[config.mk]
export PLATFORM = sky130hd
export DESIGN_NAME = adc_frame_channel_id_checker_unit
export DESIGN_NICKNAME = d
export VERILOG_FILES = /design/src/adcfcc_pkg.sv /design/src/adc_frame_channel_id_checker_unit.sv
export SDC_FILE = /design/constraint.sdc
export NUM_CORES = 1
export LEC_CHECK = 0
export BUFFER_PORTS_ARGS = -buffer_cell sky130_fd_sc_hd__buf_2
export CELL_PAD_IN_SITES_DETAIL_PLACEMENT = 0
export CELL_PAD_IN_SITES_GLOBAL_PLACEMENT = 1
export CORE_AREA = 4 4 126 158
export CTS_CLUSTER_DIAMETER = 50
export DETAILED_ROUTE_END_ITERATION = 10
export DIE_AREA = 0 0 130 162
export PLACE_DENSITY_LB_ADDON = 0.1
export SLEW_MARGIN = 20
export SYNTH_ARGS = -nofsm -noshare
export SYNTH_HDL_FRONTEND = slang
export SYNTH_SLANG_ARGS = --single-unit
[constraint.sdc]
create_clock -name clk -period 4.33 [get_ports clk]
set_input_delay 0.433 -clock clk [delete_from_list [all_inputs] [get_ports clk]]
set_output_delay 0.433 -clock clk [all_outputs]
set_load 0.05 [all_outputs]
[src/adcfcc_pkg.sv]
// ----------------------------------------------------------------------------
// adcfcc_pkg
// Shared types and constants of the channel-ID checker: register map, word
// kind codes, limits and ID constants.
// ----------------------------------------------------------------------------
`default_nettype none

package adcfcc_pkg;

  // limits
  localparam int unsigned MAX_SAMPLE_WORDS_DEF = 256;
  localparam int unsigned MAX_DATA_BANKS       = 4;

  // configuration port
  localparam int unsigned PADDR_W = 5;
  localparam int unsigned PDATA_W = 32;

  // register indexes (word address = index)
  localparam logic [2:0] REG_SITE_NUMBER       = 3'd0;
  localparam logic [2:0] REG_DATA_BANK_COUNT   = 3'd1;
  localparam logic [2:0] REG_BANK_LETTERS      = 3'd2;
  localparam logic [2:0] REG_SCRATCHPAD_ENABLE = 3'd3;
  localparam logic [2:0] REG_NARROW_ID_MASK    = 3'd4;
  localparam logic [2:0] REG_SEGMENT_OFFSET    = 3'd5;
  localparam logic [2:0] REG_SAMPLE_WORD_COUNT = 3'd6;

  // register reset values
  localparam logic [2:0] SITE_NUMBER_RST       = 3'd0;
  localparam logic [2:0] DATA_BANK_COUNT_RST   = 3'd4;
  localparam logic [7:0] BANK_LETTERS_RST      = 8'd228;
  localparam logic [7:0] SEGMENT_OFFSET_RST    = 8'd0;
  localparam logic [8:0] SAMPLE_WORD_COUNT_RST = 9'd32;

  // channel ID constants
  localparam logic [7:0] WIDE_MASK     = 8'hff;
  localparam logic [7:0] NARROW_MASK   = 8'h1f;
  localparam logic [4:0] UPPER_BASE    = 5'd28;
  localparam logic [5:0] SCRATCH_WORDS = 6'd8;

  // classification of one beat
  typedef enum logic [1:0] {
    KIND_OUTSIDE   = 2'd0,
    KIND_ID        = 2'd1,
    KIND_SEQUENCE  = 2'd2,
    KIND_UNCHECKED = 2'd3
  } word_kind_t;

endpackage : adcfcc_pkg

`default_nettype wire

[src/adc_frame_channel_id_checker_unit.sv]
// result: registered, valid in the cycle after its frame beat is accepted
// throughput: one beat per cycle; a new beat is taken while a result waits,
//   as long as the result register is empty or being drained that cycle
// reset: synchronous active-high rst clears the sample position, error flag,
//   sequence count and result valid, and loads register defaults
// ----------------------------------------------------------------------------
// adc_frame_channel_id_checker_unit
// Walks the words of an interleaved sample, checks the channel IDs of one
// site's segment and the scratchpad sequence word, and flags each sample.
// ----------------------------------------------------------------------------
`default_nettype none

module adc_frame_channel_id_checker_unit #(
  parameter int unsigned MAX_SAMPLE_WORDS = adcfcc_pkg::MAX_SAMPLE_WORDS_DEF
) (
  input  wire logic                            clk,
  input  wire logic                            rst,
  // configuration port
  input  wire logic                            psel,
  input  wire logic                            penable,
  input  wire logic                            pwrite,
  input  wire logic [adcfcc_pkg::PADDR_W-1:0]  paddr,
  input  wire logic [adcfcc_pkg::PDATA_W-1:0]  pwdata,
  output logic      [adcfcc_pkg::PDATA_W-1:0]  prdata,
  output logic                                 pready,
  // frame channel
  input  wire logic                            frame_valid,
  output logic                                 frame_ready,
  input  wire logic [31:0]                     frame_word,
  // result channel
  output logic                                 result_valid,
  input  wire logic                            result_ready,
  output logic      [1:0]                      word_kind,
  output logic                                 word_error,
  output logic                                 end_of_sample,
  output logic                                 sample_ok,
  output logic      [31:0]                     sequence_count
);

  import adcfcc_pkg::*;

  localparam int unsigned POS_W = $clog2(MAX_SAMPLE_WORDS);
  localparam int unsigned CMP_W = (POS_W > 9) ? POS_W + 1 : 10;

  // configuration registers
  logic [2:0] site_number;
  logic [2:0] data_bank_count;
  logic [7:0] bank_letters;
  logic       scratchpad_enable;
  logic       narrow_id_mask;
  logic [7:0] segment_offset;
  logic [8:0] sample_word_count;

  // running state
  logic [POS_W-1:0] word_position;
  logic             error_seen;
  logic [31:0]      expected_count;

  logic [POS_W-1:0] word_position_next;
  logic             error_seen_next;
  logic [31:0]      expected_count_next;

  // datapath
  logic             wr_en;
  logic [2:0]       reg_idx;
  logic             take;
  logic [2:0]       banks;
  logic [5:0]       ndata;
  logic [5:0]       seglen;
  logic [CMP_W-1:0] pos_ext;
  logic [CMP_W-1:0] off_ext;
  logic [CMP_W-1:0] rel;
  logic [CMP_W-1:0] cnt_ext;
  logic [CMP_W-1:0] wps;
  logic             in_seg;
  logic [4:0]       chan;
  logic [2:0]       bank_pos;
  logic [3:0]       two_n_m1;
  logic [2:0]       mirror_pos;
  logic [1:0]       letter;
  logic [3:0]       letter_base;
  logic [4:0]       code;
  logic [7:0]       id_exp;
  logic [7:0]       id_mask;
  logic [31:0]      count_inc;
  word_kind_t       kind;
  logic             err;
  logic             eos;
  logic             ok;

  assign pready  = 1'b1;
  assign wr_en   = psel && penable && pwrite && pready;
  assign reg_idx = paddr[4:2];

  // register writes
  always_ff @(posedge clk) begin
    if (rst) begin
      site_number       <= SITE_NUMBER_RST;
      data_bank_count   <= DATA_BANK_COUNT_RST;
      bank_letters      <= BANK_LETTERS_RST;
      scratchpad_enable <= 1'b0;
      narrow_id_mask    <= 1'b0;
      segment_offset    <= SEGMENT_OFFSET_RST;
      sample_word_count <= SAMPLE_WORD_COUNT_RST;
    end else if (wr_en) begin
      case (reg_idx)
        REG_SITE_NUMBER:       site_number       <= pwdata[2:0];
        REG_DATA_BANK_COUNT:   data_bank_count   <= pwdata[2:0];
        REG_BANK_LETTERS:      bank_letters      <= pwdata[7:0];
        REG_SCRATCHPAD_ENABLE: scratchpad_enable <= pwdata[0];
        REG_NARROW_ID_MASK:    narrow_id_mask    <= pwdata[0];
        REG_SEGMENT_OFFSET:    segment_offset    <= pwdata[7:0];
        REG_SAMPLE_WORD_COUNT: sample_word_count <= pwdata[8:0];
        default: ;
      endcase
    end
  end

  // register readback
  always_comb begin
    prdata = '0;
    case (reg_idx)
      REG_SITE_NUMBER:       prdata = PDATA_W'(site_number);
      REG_DATA_BANK_COUNT:   prdata = PDATA_W'(data_bank_count);
      REG_BANK_LETTERS:      prdata = PDATA_W'(bank_letters);
      REG_SCRATCHPAD_ENABLE: prdata = PDATA_W'(scratchpad_enable);
      REG_NARROW_ID_MASK:    prdata = PDATA_W'(narrow_id_mask);
      REG_SEGMENT_OFFSET:    prdata = PDATA_W'(segment_offset);
      REG_SAMPLE_WORD_COUNT: prdata = PDATA_W'(sample_word_count);
      default:               prdata = '0;
    endcase
  end

  // handshake: result register drains or is empty
  assign frame_ready = !result_valid || result_ready;
  assign take        = frame_valid && frame_ready;

  // effective bank count and segment geometry
  always_comb begin
    if (data_bank_count == 3'd0) begin
      banks = 3'd1;
    end else if (data_bank_count > 3'(MAX_DATA_BANKS)) begin
      banks = 3'(MAX_DATA_BANKS);
    end else begin
      banks = data_bank_count;
    end
    ndata  = {banks, 3'b000};
    seglen = ndata + (scratchpad_enable ? SCRATCH_WORDS : 6'd0);
  end

  // effective sample length and end of sample
  always_comb begin
    cnt_ext = CMP_W'(sample_word_count);
    if (sample_word_count == 9'd0) begin
      wps = CMP_W'(1);
    end else if (cnt_ext > CMP_W'(MAX_SAMPLE_WORDS)) begin
      wps = CMP_W'(MAX_SAMPLE_WORDS);
    end else begin
      wps = cnt_ext;
    end
    pos_ext = CMP_W'(word_position);
    eos     = (pos_ext >= wps - CMP_W'(1));
  end

  // segment position
  assign off_ext = CMP_W'(segment_offset);
  assign rel     = pos_ext - off_ext;
  assign in_seg  = (pos_ext >= off_ext) && (rel < CMP_W'(seglen));
  assign chan    = rel[4:0];

  // expected channel ID, bank order mirrored in the upper half
  always_comb begin
    bank_pos    = chan[4:2];
    two_n_m1    = {banks, 1'b0} - 4'd1;
    mirror_pos  = (bank_pos < banks) ? bank_pos : 3'(two_n_m1 - {1'b0, bank_pos});
    letter      = 2'(bank_letters >> {mirror_pos[1:0], 1'b0});
    letter_base = {letter, 2'b00};
    if (chan < {banks, 2'b00}) begin
      code = 5'(letter_base) + 5'(chan[1:0]);
    end else begin
      code = UPPER_BASE - 5'(letter_base) + 5'(chan[1:0]);
    end
    id_exp  = {site_number, code};
    id_mask = narrow_id_mask ? NARROW_MASK : WIDE_MASK;
  end

  // classify and check this beat
  assign count_inc = expected_count + 32'd1;

  always_comb begin
    kind                = KIND_OUTSIDE;
    err                 = 1'b0;
    expected_count_next = expected_count;
    if (in_seg) begin
      if (rel < CMP_W'(ndata)) begin
        kind = KIND_ID;
        err  = ((frame_word[7:0] & id_mask) != (id_exp & id_mask));
      end else if (rel == CMP_W'(ndata)) begin
        kind = KIND_SEQUENCE;
        if (frame_word == count_inc) begin
          expected_count_next = count_inc;
        end else begin
          err = 1'b1;
        end
      end else begin
        kind = KIND_UNCHECKED;
      end
    end
    ok = eos && !(error_seen || err);
    if (eos) begin
      error_seen_next    = 1'b0;
      word_position_next = '0;
    end else begin
      error_seen_next    = error_seen || err;
      word_position_next = POS_W'(pos_ext + CMP_W'(1));
    end
  end

  // sample state
  always_ff @(posedge clk) begin
    if (rst) begin
      word_position  <= '0;
      error_seen     <= 1'b0;
      expected_count <= '0;
    end else if (take) begin
      word_position  <= word_position_next;
      error_seen     <= error_seen_next;
      expected_count <= expected_count_next;
    end
  end

  // result valid
  always_ff @(posedge clk) begin
    if (rst) begin
      result_valid <= 1'b0;
    end else if (take) begin
      result_valid <= 1'b1;
    end else if (result_ready) begin
      result_valid <= 1'b0;
    end
  end

  // result payload
  always_ff @(posedge clk) begin
    if (take) begin
      word_kind      <= kind;
      word_error     <= err;
      end_of_sample  <= eos;
      sample_ok      <= ok;
      sequence_count <= expected_count_next;
    end
  end

endmodule : adc_frame_channel_id_checker_unit

`default_nettype wire

# Yosys cells after proc, flatten, opt, wreduce, memory -nomap -nowiden
# Cells that the tools add are included.
[word_totals]
ff_bits = 112
inputBits = 76
out_inout_bits = 72
elab_cells = 92
[classes]
add_sub_neg = 10
n_lt_le_gt_ge = 8
n_eq_ne = 9
shift = 1
muxes = 23
bitwise_logic = 3
reduce_logical = 21
[op_table]
columns = ["cell", "n"]
rows = [
  ["$mux W32", 4],
  ["$pmux W9 S7", 1],
  ["$add A32 B1 Y32 const B", 1],
  ["$eq A32 B32 Y1", 1],
  ["$lt A10 B6 Y1", 2],
  ["$mux W9", 2],
  ["$and A8 B8 Y8", 2],
  ["$mux W8", 2],
  ["$reduce_and A2 Y1", 7],
  ["$eq A10 B6 Y1", 1],
  ["$ge A8 B10 Y1", 1],
  ["$sub A10 B1 Y10 const B", 1],
  ["$eq A3 B3 Y1 const B", 3],
  ["$gt A9 B9 Y1 const B", 1],
  ["$logic_not A9 Y1", 1],
  ["$mux W1", 9],
  ["$sub A8 B8 Y9", 1],
  ["$add A8 B1 Y8 const B", 1],
  ["$ge A8 B8 Y1", 1],
  ["$ne A8 B8 Y1", 1],
  ["$shr A8 B3 Y2", 1],
  ["$add A6 B4 Y6", 1],
  ["$eq A3 B2 Y1 const B", 2],
  ["$logic_not A3 Y1", 2],
  ["19 further kinds", 26],
]

# Logic depth before layout (Yosys ltp)
[depth]
depth_word = 17
mapped_depth = 17
mapped_depth_nobuf = 17

# Worst setup path after synthesis
# Ideal clock, no wire load.
[synth_path]
path_type = "flip-flop to flip-flop"
startpoint = "register word_position[0]"
endpoint = "register sample_ok, data pin"
setup_time_ps = 160
arrival_time_ps = 3772
required_time_ps = 4170
path_slack_ps = 399
stages_incl_launch_ff = 18
n_path_buf = 0
synth_period_minus_slack_ps = 3931
cell_sequence = "dfxtp_1 inv_1 ha_1 inv_1 fa_1 a21o_1 a21oi_1 xnor2_1 ha_1 o21a_1 o21a_1 a21o_1 a2111oi_0 o21ai_0 a211o_1 o2111ai_1 nand2_1 nor3b_1"
[synth_via]
elab_chain_len = 14
word_cells_on_any_way = 24
cone_classes = "5 x add/sub; 6 x order compare; 2 x eq/ne; 1 x shift; 5 x mux; 1 x bitwise; 4 x reduce/logical"
[synth_lines]
columns = ["element", "line", "rtl"]
rows = [
  ["from (decl)", "adc_frame_channel_id_checker_unit.sv:55", "logic [POS_W-1:0] word_position;"],
  ["from (signal assigned)", "adc_frame_channel_id_checker_unit.sv:226", "word_position <= word_position_next;"],
  ["$sub A8 B8 Y9", "adc_frame_channel_id_checker_unit.sv:167", "assign rel = pos_ext - off_ext;"],
  ["$lt A3 B3 Y1 / $sub A2 B2 Y2 (equally long branches)", "adc_frame_channel_id_checker_unit.sv:175", "mirror_pos = (bank_pos < banks) ? bank_pos : 3'(two_n_m1 - {1'b0, bank_pos});"],
  ["$mux W2", "adc_frame_channel_id_checker_unit.sv:175", ""],
  ["$shr A8 B3 Y2", "adc_frame_channel_id_checker_unit.sv:176", "letter = 2'(bank_letters >> {mirror_pos[1:0], 1'b0});"],
  ["$sub A5 B4 Y5", "adc_frame_channel_id_checker_unit.sv:181", "code = UPPER_BASE - 5'(letter_base) + 5'(chan[1:0]);"],
  ["$add A5 B2 Y5", "adc_frame_channel_id_checker_unit.sv:181", ""],
  ["$mux W5", "adc_frame_channel_id_checker_unit.sv:178", "if (chan < {banks, 2'b00}) begin"],
  ["$and A8 B8 Y8", "adc_frame_channel_id_checker_unit.sv:197", "err = ((frame_word[7:0] & id_mask) != (id_exp & id_mask));"],
  ["$ne A8 B8 Y1", "adc_frame_channel_id_checker_unit.sv:197", ""],
  ["$mux W1", "adc_frame_channel_id_checker_unit.sv:195", "if (rel < CMP_W'(ndata)) begin"],
  ["$mux W1 (*)", "adc_frame_channel_id_checker_unit.sv:194", "if (in_seg) begin"],
  ["via err", "adc_frame_channel_id_checker_unit.sv:87", "logic err;"],
  ["$logic_or A1 B1 Y1 (*)", "adc_frame_channel_id_checker_unit.sv:209", "ok = eos && !(error_seen || err);"],
  ["$logic_not A1 Y1 (*)", "adc_frame_channel_id_checker_unit.sv:209", ""],
  ["$logic_and A1 B1 Y1 (*)", "adc_frame_channel_id_checker_unit.sv:209", ""],
  ["via ok", "adc_frame_channel_id_checker_unit.sv:89", "logic ok;"],
  ["to (signal assigned)", "adc_frame_channel_id_checker_unit.sv:249", "sample_ok <= ok;"],
  ["to (decl)", "adc_frame_channel_id_checker_unit.sv:36", "output logic sample_ok,"],
]
# The timed path passes the listed nets; every way through them passes the cells marked *.
# A chain may end at the register's enable or synchronous reset.

# Worst setup path after layout
[layout_path]
startpoint = "register segment_offset[0]"
endpoint = "register sample_ok, data pin"
[layout_via]
elab_chain_len = 14
word_cells_on_any_way = 23
cone_classes = "5 x add/sub; 5 x order compare; 2 x eq/ne; 1 x shift; 5 x mux; 1 x bitwise; 4 x reduce/logical"
[layout_lines]
columns = ["element", "line", "rtl"]
rows = [
  ["from (decl)", "adc_frame_channel_id_checker_unit.sv:51", "logic [7:0] segment_offset;"],
  ["from (signal assigned)", "adc_frame_channel_id_checker_unit.sv:112", "REG_SEGMENT_OFFSET: segment_offset <= pwdata[7:0];"],
  ["$sub A8 B8 Y9", "adc_frame_channel_id_checker_unit.sv:167", ""],
  ["$lt A3 B3 Y1 / $sub A2 B2 Y2 (equally long branches)", "adc_frame_channel_id_checker_unit.sv:175", ""],
  ["$mux W2", "adc_frame_channel_id_checker_unit.sv:175", ""],
  ["$shr A8 B3 Y2", "adc_frame_channel_id_checker_unit.sv:176", ""],
  ["$sub A5 B4 Y5", "adc_frame_channel_id_checker_unit.sv:181", ""],
  ["$add A5 B2 Y5", "adc_frame_channel_id_checker_unit.sv:181", ""],
  ["$mux W5", "adc_frame_channel_id_checker_unit.sv:178", ""],
  ["$and A8 B8 Y8", "adc_frame_channel_id_checker_unit.sv:197", ""],
  ["$ne A8 B8 Y1", "adc_frame_channel_id_checker_unit.sv:197", ""],
  ["$mux W1", "adc_frame_channel_id_checker_unit.sv:195", ""],
  ["$mux W1 (*)", "adc_frame_channel_id_checker_unit.sv:194", ""],
  ["via err", "adc_frame_channel_id_checker_unit.sv:87", ""],
  ["$logic_or A1 B1 Y1 (*)", "adc_frame_channel_id_checker_unit.sv:209", ""],
  ["$logic_not A1 Y1 (*)", "adc_frame_channel_id_checker_unit.sv:209", ""],
  ["$logic_and A1 B1 Y1 (*)", "adc_frame_channel_id_checker_unit.sv:209", ""],
  ["via ok", "adc_frame_channel_id_checker_unit.sv:89", ""],
]
# Marked as above.

==> impl_metrics.csv <==
group,metric,value,unit
detailed_routing,drt-vias-per-instance,5.49,
hold_path,hold_class,"in -> reg",
synth,async_reset_ff_share,0,%
cells_and_area,fin_cells,1179,
setup_path,r2r_cells,17,
setup_path,cpMaxStageDelayCell,"dfxtp_1",
cells_and_area,drive_above_1_share,19.2,%
detailed_routing,route.detailed.drc,0,
synth,synth_seq_cells,112,
detailed_routing,drt-total-wl,21600,um
cts,worstSkewPairLatency,0.37,ns
cells_and_area,syn2layout_area_growth,11.9,%
detailed_routing,dr.pass1.iters,5,
detailed_routing,ant_nets,0,
setup_path,path_cells,"ha_1 -> inv_1 -> fa_1 -> a21o_1 -> a21oi_2 -> xnor2_1 -> ha_1 -> o21a_1 -> o21a_1 -> a21o_1 -> a2111oi_2 -> buf_4 -> o21ai_0 -> a211o_1 -> o2111ai_2 -> nand2_1 -> nor3b_1",
setup_path,critical_path.endpoint,"sample_ok",
synth,syn_inst,873,
floorplan,start_util,41.3,%
setup_path,rr_startpoint,"segment_offset[0]",
setup_path,path_delay_family,"compound AO/OA/AOI/OAI gates",
synth,netlist_area,7640,um^2
setup_path,path_depth,17,
global_routing,grt_max_degree,46,
setup_path,cp_data_arrival_time,4.30,ns
sta,final.period_utilization,94.5,%
setup_path,timing.rr.end,"sample_ok",
placed_design,place_hpwl,16400,um
job,cap_violations,0,
cells_and_area,utilization,46.2,%
global_routing,overflow,0,
floorplan,die-area,21100,um^2
placed_design,post-place-ws,0.0437,ns
setup_path,crit_type,"reg -> reg",
cts,cts-root-buf,"clkbuf_16",
global_routing,grt_pass1_vias,6336,
sta,setup_viol,0,
detailed_routing,wl_per_cell,18.3,um
power_and_ir_drop,leakagePower,3.45,nW
floorplan,row_count,56,
sta,slew_headroom,34.3,%
power_and_ir_drop,cellPowerDensity,276,nW/um^2
synth,synth-edff-count,37,
cells_and_area,nNetsFinal,1047,
sta,setup_tns,0,ns
sta,report.final.slew_viol_count,0,
cts,cts.sinks,112,
detailed_routing,drt-initial-drc-count,318,
sta,worstMarginPinSlew,0.978,ns
sta,period_minus_slack,4.09,ns
setup_path,cp-startpoint,"segment_offset[0]",
cts,htree_levels,3,
setup_path,required,4.54,ns
global_routing,grt_usage,20.2,%
sta,max_freq,244,MHz
floorplan,core_area,18500,um^2
cells_and_area,diodes,0,
setup_path,critPathLaunchType,"flip-flop",
cts,cts_tree,"done",
cts,clockBufferDepth,2,
sta,skew,0.00842,ns
cts,clkTransAtPathRegs,0.07,ns
outcome,outcome,"completed",
placed_design,io_buffers,98,
setup_path,path_max_fanout,5,
cts,cts_setup_buffers,0,
floorplan,die_y,162,um
synth,ys_seq_area_share,34.2,%
synth,yosys_warnings,0,
synth,synth.distinct_cells,72,
sta,hold_viol_final,0,
power_and_ir_drop,max-vdd-ir-drop,0.184,mV
global_routing,grt_pass1_wl,33300,um
synth,avgSynthCellArea,8.75,um^2
cts,cts_buffers,9,
setup_path,slowest_delay,0.41,ns
synth,synth_flop_cell,"dfxtp_1",
sta,setup_slack,0.239,ns
floorplan,io_pins,148,
detailed_routing,vias,6467,
global_routing,antenna_found_initial,1,
placed_design,placed_cells_incl_taps,1162,
cells_and_area,fillCellCount,1858,
floorplan,die_w,130,um
setup_path,rrSetupSlack,0.24,ns
setup_path,crit_path_end_kind,"flip-flop",
setup_path,crit_buf_inv,2,
placed_design,gp_congestion,0.858,
==> cell type report <==
class | instances | area, um^2 | area share, %
clock buffer | 10 | 239 | 2.80
clock inverter | 6 | 42.5 | 0.498
inverter | 33 | 124 | 1.45
multi-input combinational | 670 | 4600 | 53.8
sequential | 112 | 2610 | 30.6
tap | 232 | 290 | 3.40
timing repair buffer | 116 | 638 | 7.46
==> metal layers <==
layer	global-route usage, %	routed length (um)
met5	0	13
met1	22.8	8380
met4	8.36	736
met3	3.52	905
met2	37.1	11600
==> worst register-to-register path: stages, from the launching register on <==
cell and delay (ns):
dfxtp_1 0.41, ha_1 0.19, inv_1 0.05, fa_1 0.39, a21o_1 0.21, a21oi_2 0.19, xnor2_1 0.21, ha_1 0.33
o21a_1 0.13, o21a_1 0.23, a21o_1 0.24, a2111oi_2 0.41, buf_4 0.19, o21ai_0 0.09, a211o_1 0.28, o2111ai_2 0.09
nand2_1 0.11, nor3b_1 0.17
==> cells in the mapped netlist, drive strengths merged (28+ instances only) <==
cell type    n  area, um^2
edfxtp      37        1110
inv         33         124
dfxtp       75        1500
xor2        46         403
buf         52         343
nor2       112         420
ha          28         350
xnor2       43         377
clkbuf      29         109
nand2       39         149
mux2i       38         380
==> power breakdown <==
group | switching, mW | internal [mW]
sequential | 0.0114 | 1.11
combinational | 0.291 | 0.126
clock | 0.411 | 0.409
total | 0.713 | 1.65
==> cell families (layout without fill, tap and decap cells) <==
| logic type | Yosys count | after routing | share of synthesized area (%) |
|---|---|---|---|
| simple gates | 324 | 325 | 22.2 |
| compound gates | 153 | 153 | 14.0 |
| buf+inv | 114 | 165 | 7.53 |
| flops | 112 | 112 | 34.2 |
| xor+xnor | 89 | 89 | 10.2 |
| mux | 49 | 49 | 6.75 |
| fa+ha+maj | 30 | 30 | 4.98 |
| other cells | 2 | 24 | 0.0983 |
==> state kept, by name, summed over array words and instances, names as in the netlist <==
signal and count:
sequence_count 32, error_seen 1, sample_ok 1, data_bank_count 3, scratchpad_enable 1, bank_letters 8, sample_word_count 9, expected_count 32
word_position 8, narrow_id_mask 1, end_of_sample 1, word_error 1, site_number 3, word_kind 2, result_valid 1, segment_offset 8
==> layout by cell type (no fill, tap or decap), drive strengths merged, types with 19 or more instances in the layout <==
| cell | count |
|---|---|
| inv | 35 |
| nand3 | 21 |
| xnor2 | 43 |
| o21ai | 24 |
| nand2 | 39 |
| o211ai | 19 |
| or3 | 19 |
| a21oi | 24 |
| nor2 | 112 |
| dfxtp | 75 |
| xor2 | 46 |
| ha | 28 |
| buf | 116 |
| edfxtp | 37 |
| nor3 | 23 |
| mux2i | 38 |
| conb | 24 |
==> timing repair <==
item	CTS	global route
hold buffers	0	0
setup endpoints to repair	0	3
gates resized for setup	0	12
==> how the worst min path moves through the flow <==
| stage | end | cells past startpoint | startpoint | slack, ns |
|---|---|---|---|---|
| finish | sample_word_count[8] | 3 | pwdata[8] | 0.31 |
| global placement | error_seen | 1 | error_seen | 0.47 |
| detailed placement | error_seen | 1 | error_seen | 0.48 |
| global route | sample_word_count[8] | 3 | pwdata[8] | 0.31 |
| CTS | sample_word_count[8] | 3 | pwdata[8] | 0.30 |
| floorplan | error_seen | 1 | error_seen | 0.46 |
==> per-stage QoR <==
stage          hold WS [ns]  total power, mW  cell area, um^2
2_1_floorplan         0.459             1.45             7720
3_3_place_gp          0.472             1.54             8200
3_5_place_dp          0.485             1.55             8200
4_1_cts               0.302             2.37             8480
5_1_grt               0.313             2.46             8550
6_report              0.306             2.36             8550
Power figures use the tool's default switching activity.
